### src/rtl/core/rmt_pkg.sv
package rmt_pkg;

  localparam int unsigned DEF_CAPACITY = 16;

  localparam int unsigned ADDR_W  = 64;
  localparam int unsigned LEN_W   = 32;
  localparam int unsigned TAG_W   = 32;
  localparam int unsigned TOTAL_W = 5;

  typedef enum logic [1:0] {
    OP_INSERT = 2'd0,
    OP_LOOKUP = 2'd1,
    OP_LIST   = 2'd2
  } op_t;

  typedef enum logic [1:0] {
    ST_OK      = 2'd0,
    ST_OVERLAP = 2'd1,
    ST_FULL    = 2'd2,
    ST_NONE    = 2'd3
  } status_t;

  typedef enum logic [2:0] {
    S_IDLE,
    S_RD,
    S_CHK,
    S_SHIFT_RD,
    S_SHIFT_WR,
    S_PUT,
    S_EMIT
  } state_t;

  // One stored range as it sits in the entry memory.
  typedef struct packed {
    logic [ADDR_W-1:0] base;
    logic [LEN_W-1:0]  length;
    logic [TAG_W-1:0]  tag;
  } entry_t;

  // Outcome of comparing the probe range against one stored range.
  typedef struct packed {
    logic overlap;
    logic holds;
    logic base_le;
  } cmp_t;

endpackage

### src/rtl/core/rmt_if.sv
interface rmt_cmd_if;
  import rmt_pkg::*;

  logic              valid;
  logic              ready;
  logic [1:0]        op;
  logic [ADDR_W-1:0] address;
  logic [LEN_W-1:0]  length;
  logic [TAG_W-1:0]  tag;

  modport source (output valid, op, address, length, tag, input ready);
  modport sink (input valid, op, address, length, tag, output ready);
endinterface

interface rmt_rsp_if;
  import rmt_pkg::*;

  logic               valid;
  logic               ready;
  logic [1:0]         status;
  logic [ADDR_W-1:0]  entry_base;
  logic [LEN_W-1:0]   entry_length;
  logic [TAG_W-1:0]   entry_tag;
  logic [TOTAL_W-1:0] entry_total;
  logic               last;

  modport source (output valid, status, entry_base, entry_length, entry_tag,
                  entry_total, last, input ready);
  modport sink (input valid, status, entry_base, entry_length, entry_tag,
                entry_total, last, output ready);
endinterface

### src/rtl/core/rmt_ram.sv
module rmt_ram #(
  parameter int unsigned WIDTH = 128,
  parameter int unsigned DEPTH = 16
) (
  input  logic                     clk,
  input  logic                     we,
  input  logic [$clog2(DEPTH)-1:0] waddr,
  input  logic [WIDTH-1:0]         wdata,
  input  logic [$clog2(DEPTH)-1:0] raddr,
  output logic [WIDTH-1:0]         rdata
);

  logic [WIDTH-1:0] mem [DEPTH];

  always_ff @(posedge clk) begin
    if (we) begin
      mem[waddr] <= wdata;
    end
    rdata <= mem[raddr];
  end

endmodule

### src/rtl/core/rmt_cmp.sv
module rmt_cmp (
  input  rmt_pkg::entry_t probe,
  input  rmt_pkg::entry_t stored,
  output rmt_pkg::cmp_t   result
);
  import rmt_pkg::*;

  logic [ADDR_W-1:0] probe_end;
  logic [ADDR_W-1:0] stored_end;

  // Range ends wrap modulo 2^64, exactly as the sums are defined.
  assign probe_end  = probe.base + ADDR_W'(probe.length);
  assign stored_end = stored.base + ADDR_W'(stored.length);

  assign result.overlap = (stored.base < probe_end) && (probe.base < stored_end);
  assign result.holds   = (probe.base >= stored.base) && (probe.base < stored_end);
  assign result.base_le = (stored.base <= probe.base);

endmodule

### src/rtl/core/range_map_table.sv
// Range map table: holds up to CAPACITY non-overlapping half-open ranges
// [base, base+length), each with a tag, kept in ascending base order.
// The cmd channel carries one operation per transaction: insert a range,
// look up the range that holds an address, or list every stored range.
// The rsp channel returns one transaction per insert and lookup, and one
// per stored entry for a list (last marks the final one); an empty list or
// an unused op code returns a single not-found transaction.
// Each operation walks the entry memory through its single registered read
// port: a stored entry is addressed, then compared. Insert scans every entry
// for overlap (stopping at the first), reads and writes back each entry that
// moves up to open a slot, then writes the slot and hands over the result.
// Lookup visits entries up to the first match. List addresses, compares and
// hands over each entry before reading the next, pausing while rsp stalls.
// cmd.ready is high only while no operation is in progress; a result that
// is waiting in the rsp register does not block the next operation from
// being accepted, but a further result waits until the register is free.
// When the receiver stalls, the walk pauses in place and nothing is lost.
// Synchronous reset empties the table (the count goes to zero) and drops
// any pending response; the entry memory itself is not cleared.
module range_map_table #(
  parameter int unsigned CAPACITY = rmt_pkg::DEF_CAPACITY
) (
  input logic         clk,
  input logic         rst,
  rmt_cmd_if.sink     cmd,
  rmt_rsp_if.source   rsp
);
  import rmt_pkg::*;

  localparam int unsigned CNT_W = $clog2(CAPACITY + 1);
  localparam int unsigned IDX_W = $clog2(CAPACITY);

  state_t state, state_next;

  // Number of stored entries; only entries below it are ever compared or moved.
  logic [CNT_W-1:0] count;
  // Walk index and insertion slot for the operation in progress.
  logic [CNT_W-1:0] idx;
  logic [CNT_W-1:0] pos;
  logic [CNT_W-1:0] idx_inc;
  logic [CNT_W-1:0] idx_dec;
  logic [CNT_W-1:0] pos_upd;
  logic             scan_last;
  logic             table_full;

  logic [1:0] op_q;
  entry_t     probe;

  // Result being assembled before it moves into the rsp register.
  logic [1:0] res_status;
  entry_t     res_entry;
  logic       res_last;

  // rsp output register.
  logic               out_valid;
  logic [1:0]         out_status;
  entry_t             out_entry;
  logic [TOTAL_W-1:0] out_total;
  logic               out_last;

  logic             cmd_fire;
  logic             emit_go;

  logic             ram_we;
  logic [IDX_W-1:0] ram_waddr;
  logic [IDX_W-1:0] ram_raddr;
  entry_t           ram_wdata;
  entry_t           ram_rdata;

  cmp_t             cmp;

  rmt_ram #(
    .WIDTH ($bits(entry_t)),
    .DEPTH (CAPACITY)
  ) u_entries (
    .clk   (clk),
    .we    (ram_we),
    .waddr (ram_waddr),
    .wdata (ram_wdata),
    .raddr (ram_raddr),
    .rdata (ram_rdata)
  );

  // The one compare unit, shared by the overlap scan, the slot search and
  // the lookup scan; it always sees the entry just read.
  rmt_cmp u_cmp (
    .probe  (probe),
    .stored (ram_rdata),
    .result (cmp)
  );

  assign idx_inc    = idx + CNT_W'(1);
  assign idx_dec    = idx - CNT_W'(1);
  assign scan_last  = (idx_inc == count);
  assign table_full = (count == CNT_W'(CAPACITY));
  // Entries are sorted, so those with base not above the new base form a
  // prefix; a new entry goes after equal bases.
  assign pos_upd    = cmp.base_le ? idx_inc : pos;

  assign cmd_fire = cmd.valid && cmd.ready;
  assign emit_go  = (state == S_EMIT) && (!out_valid || rsp.ready);

  // Next state.
  always_comb begin
    state_next = state;
    unique case (state)
      S_IDLE: begin
        if (cmd_fire) begin
          if ((cmd.op == OP_INSERT || cmd.op == OP_LOOKUP || cmd.op == OP_LIST)
              && count != '0) begin
            state_next = S_RD;
          end else if (cmd.op == OP_INSERT) begin
            state_next = S_PUT;
          end else begin
            state_next = S_EMIT;
          end
        end
      end
      S_RD: begin
        state_next = S_CHK;
      end
      S_CHK: begin
        unique case (op_q)
          OP_INSERT: begin
            if (cmp.overlap) begin
              state_next = S_EMIT;
            end else if (scan_last) begin
              if (table_full) begin
                state_next = S_EMIT;
              end else if (pos_upd == count) begin
                state_next = S_PUT;
              end else begin
                state_next = S_SHIFT_RD;
              end
            end else begin
              state_next = S_RD;
            end
          end
          OP_LOOKUP: begin
            state_next = (cmp.holds || scan_last) ? S_EMIT : S_RD;
          end
          default: begin
            state_next = S_EMIT;
          end
        endcase
      end
      S_SHIFT_RD: begin
        state_next = S_SHIFT_WR;
      end
      S_SHIFT_WR: begin
        state_next = (idx_dec == pos) ? S_PUT : S_SHIFT_RD;
      end
      S_PUT: begin
        state_next = S_EMIT;
      end
      S_EMIT: begin
        if (emit_go) begin
          state_next = (op_q == OP_LIST && !res_last) ? S_RD : S_IDLE;
        end
      end
      default: begin
        state_next = S_IDLE;
      end
    endcase
  end

  // Memory controls and handshake.
  always_comb begin
    cmd.ready = (state == S_IDLE);
    ram_we    = 1'b0;
    ram_waddr = idx[IDX_W-1:0];
    ram_wdata = ram_rdata;
    ram_raddr = idx[IDX_W-1:0];
    unique case (state)
      S_SHIFT_RD: begin
        ram_raddr = idx_dec[IDX_W-1:0];
      end
      S_SHIFT_WR: begin
        ram_we = 1'b1;
      end
      S_PUT: begin
        ram_we    = 1'b1;
        ram_waddr = pos[IDX_W-1:0];
        ram_wdata = probe;
      end
      default: begin
      end
    endcase
  end

  // Control registers.
  always_ff @(posedge clk) begin
    if (rst) begin
      state     <= S_IDLE;
      count     <= '0;
      out_valid <= 1'b0;
    end else begin
      state <= state_next;
      if (state == S_PUT) begin
        count <= count + CNT_W'(1);
      end
      if (emit_go) begin
        out_valid <= 1'b1;
      end else if (rsp.ready) begin
        out_valid <= 1'b0;
      end
    end
  end

  // Operation and result registers.
  always_ff @(posedge clk) begin
    unique case (state)
      S_IDLE: begin
        if (cmd_fire) begin
          op_q         <= cmd.op;
          probe.base   <= cmd.address;
          probe.length <= cmd.length;
          probe.tag    <= cmd.tag;
          idx          <= '0;
          pos          <= '0;
          res_status   <= ST_NONE;
          res_entry    <= '0;
          res_last     <= 1'b1;
        end
      end
      S_CHK: begin
        unique case (op_q)
          OP_INSERT: begin
            pos <= pos_upd;
            // After the scan, the shift starts from the first free slot.
            idx <= scan_last ? count : idx_inc;
            if (cmp.overlap) begin
              res_status <= ST_OVERLAP;
            end else if (scan_last && table_full) begin
              res_status <= ST_FULL;
            end
          end
          OP_LOOKUP: begin
            idx <= idx_inc;
            if (cmp.holds) begin
              res_status <= ST_OK;
              res_entry  <= ram_rdata;
            end
          end
          default: begin
            res_status <= ST_OK;
            res_entry  <= ram_rdata;
            res_last   <= scan_last;
          end
        endcase
      end
      S_SHIFT_WR: begin
        idx <= idx_dec;
      end
      S_PUT: begin
        res_status <= ST_OK;
      end
      S_EMIT: begin
        if (emit_go && op_q == OP_LIST) begin
          idx <= idx_inc;
        end
      end
      default: begin
      end
    endcase

    if (emit_go) begin
      out_status <= res_status;
      out_entry  <= res_entry;
      out_total  <= TOTAL_W'(count);
      out_last   <= res_last;
    end
  end

  assign rsp.valid        = out_valid;
  assign rsp.status       = out_status;
  assign rsp.entry_base   = out_entry.base;
  assign rsp.entry_length = out_entry.length;
  assign rsp.entry_tag    = out_entry.tag;
  assign rsp.entry_total  = out_total;
  assign rsp.last         = out_last;

  // The table never holds more than its capacity.
  a_count_bound: assert property (@(posedge clk) disable iff (rst)
    count <= CNT_W'(CAPACITY))
    else $error("entry count above capacity");

  // Only the slot write of an accepted insert changes the count.
  a_count_only_put: assert property (@(posedge clk) disable iff (rst)
    state != S_PUT |=> count == $past(count))
    else $error("entry count changed outside an insert");

  // The shift stops at the insertion slot and never passes it.
  a_shift_above_pos: assert property (@(posedge clk) disable iff (rst)
    state == S_SHIFT_RD |-> idx > pos)
    else $error("shift walked past the insertion slot");

  // Only a list produces more than one response, and each carries an entry.
  a_multi_is_ok: assert property (@(posedge clk) disable iff (rst)
    rsp.valid && !rsp.last |-> rsp.status == ST_OK)
    else $error("non-final response without an entry");

endmodule
### src/flat_wrapper.sv
// flat-port wrapper written by rule: the top's interface ports become plain ports
module range_map_table_flat import rmt_pkg::*;
#(
  parameter int unsigned CAPACITY = rmt_pkg::DEF_CAPACITY
)
  (clk, rst, cmd_valid, cmd_op, cmd_address, cmd_length, cmd_tag, cmd_ready, rsp_valid, rsp_status, rsp_entry_base, rsp_entry_length, rsp_entry_tag, rsp_entry_total, rsp_last, rsp_ready);
  rmt_cmd_if cmd_i ();
  rmt_rsp_if rsp_i ();
  input logic clk;
  input logic rst;
  input wire logic [$bits(cmd_i.valid)-1:0] cmd_valid;
  input wire logic [$bits(cmd_i.op)-1:0] cmd_op;
  input wire logic [$bits(cmd_i.address)-1:0] cmd_address;
  input wire logic [$bits(cmd_i.length)-1:0] cmd_length;
  input wire logic [$bits(cmd_i.tag)-1:0] cmd_tag;
  output wire logic [$bits(cmd_i.ready)-1:0] cmd_ready;
  output wire logic [$bits(rsp_i.valid)-1:0] rsp_valid;
  output wire logic [$bits(rsp_i.status)-1:0] rsp_status;
  output wire logic [$bits(rsp_i.entry_base)-1:0] rsp_entry_base;
  output wire logic [$bits(rsp_i.entry_length)-1:0] rsp_entry_length;
  output wire logic [$bits(rsp_i.entry_tag)-1:0] rsp_entry_tag;
  output wire logic [$bits(rsp_i.entry_total)-1:0] rsp_entry_total;
  output wire logic [$bits(rsp_i.last)-1:0] rsp_last;
  input wire logic [$bits(rsp_i.ready)-1:0] rsp_ready;
  assign cmd_i.valid = cmd_valid;
  assign cmd_i.op = cmd_op;
  assign cmd_i.address = cmd_address;
  assign cmd_i.length = cmd_length;
  assign cmd_i.tag = cmd_tag;
  assign cmd_ready = cmd_i.ready;
  assign rsp_valid = rsp_i.valid;
  assign rsp_status = rsp_i.status;
  assign rsp_entry_base = rsp_i.entry_base;
  assign rsp_entry_length = rsp_i.entry_length;
  assign rsp_entry_tag = rsp_i.entry_tag;
  assign rsp_entry_total = rsp_i.entry_total;
  assign rsp_last = rsp_i.last;
  assign rsp_i.ready = rsp_ready;
  range_map_table #(.CAPACITY(CAPACITY)) u_core (.clk(clk), .rst(rst), .cmd(cmd_i), .rsp(rsp_i));
endmodule
### config.mk
export PLATFORM = sky130hd
export DESIGN_NAME = range_map_table_flat
export DESIGN_NICKNAME = d
export VERILOG_FILES = /design/src/rtl/core/rmt_pkg.sv /design/src/rtl/core/rmt_if.sv /design/src/rtl/core/rmt_ram.sv /design/src/rtl/core/rmt_cmp.sv /design/src/rtl/core/range_map_table.sv /design/src/flat_wrapper.sv
export SDC_FILE = /design/constraint.sdc
export NUM_CORES = 2
export LEC_CHECK = 0
export BUFFER_PORTS_ARGS = -buffer_cell sky130_fd_sc_hd__buf_4
export CAP_MARGIN = 20
export CORE_UTILIZATION = 30
export CTS_CLUSTER_SIZE = 14
export DETAILED_ROUTE_END_ITERATION = 8
export PLACE_DENSITY = 0.54
export SLEW_MARGIN = 20
export SYNTH_ARGS = -nofsm -noshare
export SYNTH_HDL_FRONTEND = slang
export SYNTH_SLANG_ARGS = --single-unit
### constraint.sdc
create_clock -name clk -period 29.8 [get_ports clk]
set_clock_uncertainty 0.05 [all_clocks]
set_input_delay 1.49 -clock clk [delete_from_list [all_inputs] [get_ports clk]]
set_output_delay 1.49 -clock clk [all_outputs]
set_load 0.05 [all_outputs]
# [Word level (Yosys, flattened, before mapping)]
# Memory sizes are Yosys's and may differ from the RTL's. A register that Yosys moved wholly into a read port is not among the register bits.
# Index checks and enable logic that the tools add are counted.
[totals] ff_bits=416 ramBits=2048 input_bits=134 out_inout_bits=138 word_cells=126 mem_count=1
[mem_list] memory="u_core.u_entries.mem" depth=16 word_bits=128 rd=1 rd_ports_with_merged_regs=1 write_ports=1 line_no="rmt_ram.sv:13" source="logic [WIDTH-1:0] mem [DEPTH];"
[classes] add_sub_neg=5 magnitude_cmp=4 eq_ne=23 mux=42 n_reduce_logical=31
[op_table] op="case mux 128 bit (2 select lines)" n=2
[op_table] op="two-way mux 128 bit" n=3
[op_table] op="adder 64 x 32 -> 64 bit" n=2
[op_table] op="< comparator 64 bit" n=2
[op_table] op=">= comparator 64 bit" n=1
[op_table] op="less-or-equal comparator 64 bit" n=1
[op_table] op="two-way mux 3 bit" n=9
[op_table] op="two-way mux 5 bit" n=5
[op_table] op="case mux 3 bit (7 select lines)" n=1
[op_table] op="case mux 5 bit (2 select lines)" n=2
[op_table] op="case mux 5 bit (4 select lines)" n=1
[op_table] op="== test 5 bit" n=3
[op_table] op="AND reduction 4 bit" n=3
[op_table] op="adder 5 x 1 -> 5 bit, second input constant" n=2
[op_table] op="two-way mux 2 bit" n=5
[op_table] op="inequality test 2 bit, second input constant" n=5
[op_table] op="== test 3 bit, second input constant" n=3
[op_table] op="logical AND 1 bit" n=8
[op_table] op="two-way mux 1 bit" n=8
[op_table] op="two-way mux 4 bit" n=2
[op_table] op="== test 3 x 2 -> 1 bit, second input constant" n=2
[op_table] op="inequality test 3 x 2 -> 1 bit, second input constant" n=2
[op_table] op="case mux 2 bit (3 select lines)" n=1
[op_table] op="case mux 3 bit (2 select lines)" n=1
[op_table] op="20 further kinds" n=31

# [Depth between registers and ports, before layout]
[depth] ltp_word=9 ltp_mapped=27

# [By module]
# A second synthesis with hierarchy kept.
[unflattened] hier_cells=5758 hier_area_um2=104327.6
[modules_own_cells] mod="rmt_ram" instances=1 cells_per_inst=3365 area_each_um2=79331.1
[modules_own_cells] mod="range_map_table" instances=1 cells_per_inst=1166 area_each_um2=15990.3
[modules_own_cells] mod="rmt_cmp" instances=1 cells_per_inst=1227 area_each_um2=9006.1

# [Least setup slack after synthesis]
# OpenSTA, ideal clock, no wires.
[synth_timing] path_type="register to register" startpoint="register u_core.u_entries.rdata[84] (read register of u_core.u_entries.mem)" endpoint="register u_core.res_entry[0] in the netlist's numbering, enable pin" t_arrival_ns=13.019 required_time_ns=28.958 setup_slack_ns=15.938 path_stages_with_launch=24 path_buffers=1 period_less_slack_ns=13.862 path_cell_list="dfxtp_1 ha_1 clkbuf_1 a21o_1 a21o_1 a21oi_1 o21ai_0 a21oi_1 o211a_1 o21ai_1 nand2_1 o41ai_4 nand3_1 xor2_1 ha_1 a21o_1 a21o_1 a21oi_1 o21ai_0 a221oi_1 nand3_1 nor2_1 o21ai_0 o21ai_0"
[synth_via] elab_chain_cells=5
[synth_lines] item="start: declaration" line_no="rmt_ram.sv:10" source="output logic [WIDTH-1:0] rdata"
[synth_lines] item="adder 64 x 32 -> 64 bit" line_no="rmt_cmp.sv:13" source="assign stored_end = stored.base + ADDR_W'(stored.length);"
[synth_lines] item="< comparator 64 bit" line_no="rmt_cmp.sv:16" source="assign result.holds = (probe.base >= stored.base) && (probe.base < stored_end);"
[synth_lines] item="logical AND 1 bit (*)" line_no="rmt_cmp.sv:16"
[synth_lines] item="inequality test 3 x 2 -> 1 bit (no source line) (*)"
[synth_lines] item="AND reduction 4 bit (no source line) (*)"
[synth_lines] item="end signal: assignment" line_no="range_map_table.sv:242" source="res_entry <= ram_rdata;"
[synth_lines] item="end signal: assignment" line_no="range_map_table.sv:247" source="res_entry <= ram_rdata;"
[synth_lines] item="end: declaration" line_no="range_map_table.sv:51" source="entry_t res_entry;"
# Mark *: on every way between the ends. The rest lies on a longest branch, timed or not.
# A chain may end at the register's enable or synchronous reset.

# [Worst setup path after layout]
[layout_timing] startpoint="register u_core.u_entries.rdata[65] (read register of u_core.u_entries.mem)" endpoint="register u_core.res_entry[27] in the netlist's numbering, enable pin"
# Same word-level chain as after synthesis.

==> reports/metrics.yaml <==
outcome:
  outcome: "finished clean"
route:
  drt_wl_total_mm: 292
  drt-vias-per-instance: 5.01
  drc: 0
  via_count: 52900
  wl_per_cell_um: 27.7
  drt.antenna.violating_nets: 0
  drtPass1Iterations: 6
  initialDrtViolationCount: 5563
cts:
  cts.htree.levels: 5
  clk_pin_slew_ps: 60
  cts_resized: 0
  max-clock-path-buffers: 4
  cts_tree: "yes"
  ctsHoldBuffers: 0
  cts_buffers: 286
  clock_latency_ps: 900
  cts_root_buf: "clkbuf_16"
  postCtsSetupBuffers: 0
  clock-sinks: 2592
worst_setup_path:
  crit_arrival_ps: 8510
  r2r_end: "u_core.res_entry[27]$_SDFFCE_PN0P_"
  r2r_start: "u_core.u_entries.rdata[65]$_DFF_P_"
  crit_path_end_kind: "register"
  required_ps: 30260
  cp-start-kind: "register"
  path_class: "register to register"
  crit_start: "u_core.u_entries.rdata[65]$_DFF_P_"
  r2r_cells: 24
  path_max_fanout: 49
  r2r_setup_slack_ps: 21760
timing:
  rsz0062_at_grt: "no"
  setup_viol: 0
  clock.fmax_mhz: 124
  relSlewSlack_pct: 23.5
  fin_tns_setup_ps: 0
  finalHoldViolCount: 0
  fin_hold_ws_ps: 362
  period_minus_slack_ps: 8040
  finalCritPeriodShare_pct: 27.0
  finalMaxSlewViolations: 0
  worstMarginPinSlew_ps: 1150
synth:
  async_reset_ff_share_pct: 0
  mappedNetlistArea_um2: 104000
  ys_seq_elements: 2592
  synth_largest_area_cell: "edfxtp_1"
  ys.warnings.count: 0
  netlist_instances: 5264
  synthesis.nets: 5658
  yosys_most_used_dff: "edfxtp_1"
  synth_top_area_share_pct: 71.1
  synthTopCellsByArea: "edfxtp_1, mux4_2, ha_1"
  synth-edff-count: 2455
  avgSynthCellArea_um2: 19.7
  synthDistinctLibCells: 72
  ys_seq_area_share_pct: 73.7
die:
  coreArea_um2: 344000
  start_util_pct: 30.2
  fp.dieArea_um2: 348000
  num_rows: 215
  die_x_um: 590
  io_pins: 272
  die_h_um: 590
placed_design:
  dp.cells: 10000
  dp_hpwl_mm: 171
  io_buffer_count: 271
  gp_congestion: 0.877
min_path:
  holdPathEnd: "u_core.rsp.entry_base[47]$_DFFE_PP_"
  hold_class: "register to register"
  worstHoldPathCells: 0
  min_from: "u_core.res_entry[111]$_SDFFCE_PN0P_"
power_and_ir_drop:
  power_density_nw_per_um2: 111
  sw_frac_of_total_pct: 33.6
  seqPwrFrac_pct: 40.1
  ir_drop_v: 0.0000880
  p_clk_share_pct: 26.3
  combPwrFrac_pct: 33.6
  total_switching_power_mw: 4.53
  p_leak_nw: 40.4
  p_int_mw: 8.96
global_routing:
  grt_overflow_total: 0
  grt_start_max_net_pins: 130
  grt_pass1_wl_mm: 412
  antenna_found_initial: 20
  grt.total_usage_pct: 16.5
  grt_pass1_vias: 54200
cells_and_area:
  fillCellCount: 31700
  final_nets: 6161
  area_growth_pct: 17.2
  fin_util_pct: 35.4
  layoutNonFillerInstCount: 10600
  drive_gt1_share_pct: 26.0
job:
  maxCapViolations: 0
==> cells in the final DEF (no fill, tap or decap), types with 82 or more instances in the layout <==
cell type and count:
a21oi_1 127, and2_1 131, buf_4 418, clkbuf_16 294, dfxtp_1 137, edfxtp_1 2455, ha_1 258, inv_1 103
mux4_2 640, nand2_1 339, nor2_1 100, o21ai_0 137, xnor2_1 82
==> power groups by stage <==
stage	registers, mW	clock network, mW	logic (mW)
after floorplan	5.43	0	3.02
after global placement	5.47	0	4.50
after detailed placement	5.48	0	4.56
after CTS	5.42	3.64	4.58
after global routing	5.45	3.76	4.91
final	5.41	3.55	4.53
==> critical path, stage by stage, from the launching register on <==
cell and delay, ps:
dfxtp_1 340, ha_1 300, a21o_1 130, a21oi_2 80, o21ai_0 270, a31oi_2 220
o21ai_1 370, a221oi_2 260, o21ai_1 310, nand2_1 230, o41ai_4 750, nand3_1 190
xor2_1 190, ha_1 320, a21o_1 170, a21o_1 180, a21oi_1 140, o21ai_0 120
a221oi_1 420, nand3_1 430, nor2_1 260, o21ai_0 210, o21ai_4 190, buf_4 760
buf_4 650
==> sequential cells by signal, indices dropped and copies added (netlist names), 32 cells and up <==
name and count:
u_core.probe 128, u_core.u_entries.mem 2048, u_core.rsp.entry_base 64, u_core.res_entry 128, u_core.u_entries.rdata 128, u_core.rsp.entry_tag 32, u_core.rsp.entry_length 32
==> routing by layer <==
metal | wire [µm] | up-vias | track usage [%]
li1 | - | 22400 | -
met1 | 130000 | 28400 | 23.5
met2 | 136000 | 1720 | 26.2
met3 | 18000 | 363 | 2.72
met4 | 7540 | 6 | 4.33
met5 | 34 | - | 0
==> Yosys cell counts, drive strengths merged, types with 3 or more instances <==
cell and number:
nor4 22, and2 132, o22ai 5, clkbuf 132
a22oi 6, nand3 44, a21o 77, o211ai 7
and4 7, nand4 66, o21a 19, o21bai 11
o31ai 7, xor2 63, a21boi 4, a211oi 7
dfxtp 137, o21ai 147, nor3 33, ha 258
nand2 340, nand2b 14, a21oi 128, nor3b 3
o41ai 4, xnor2 85, or3 5, mux4 640
and3 12, o2111ai 5, a31oi 18, nor2b 15
nor2 117, or2 5, a221oi 8, a2111oi 4
buf 86, mux2i 5, inv 105, edfxtp 2455
==> final cells by class <==
class                      instances  area [µm²]  area share, %
timing repair buffer             433        3450           2.83
antenna                            5        12.5         0.0103
clock buffer                     359        7790           6.41
multi-input combinational       2348       26200           21.5
sequential                      2592       76500           62.9
clock inverter                   161        1620           1.33
inverter                         106         403          0.331
tap                             4557        5700           4.69
==> stage by stage <==
step / cell area, µm² / setup WS, ps / power, mW
after floorplan: 104000 / 15940 / 8.45
after global placement: 112000 / 21960 / 9.97
after detailed placement: 112000 / 21910 / 10.0
after CTS: 122000 / 21850 / 13.6
after global routing: 122000 / 21460 / 14.1
final: 122000 / 21760 / 13.5
==> how the worst max path moves through the flow <==
stage                                               to  slack [ps]  cells past startpoint
floorplan            u_core.res_entry[0]$_SDFFCE_PN0P_       15940                     23
global placement    u_core.res_entry[25]$_SDFFCE_PN0P_       21960                     24
finish              u_core.res_entry[27]$_SDFFCE_PN0P_       21760                     24
detailed placement  u_core.res_entry[28]$_SDFFCE_PN0P_       21910                     24
global route        u_core.res_entry[27]$_SDFFCE_PN0P_       21460                     24
CTS                 u_core.res_entry[73]$_SDFFCE_PN0P_       21850                     24
==> logic make-up (layout without fill, tap and decap cells) <==
| family | Yosys count | in the layout | share of synthesized area (%) |
|---|---|---|---|
| AOI/OAI and AO/OA | 477 | 477 | 2.88 |
| xor gates and xnor gates | 148 | 148 | 1.26 |
| adders and majority gates | 260 | 260 | 3.15 |
| buffers and inverters | 324 | 1059 | 1.24 |
| DFF | 2592 | 2592 | 73.7 |
| muxes | 645 | 645 | 13.9 |
| other | 0 | 5 | 0 |
| and+or+nand+nor | 818 | 818 | 3.80 |
Note: power is estimated with default switching activity, not from simulation.
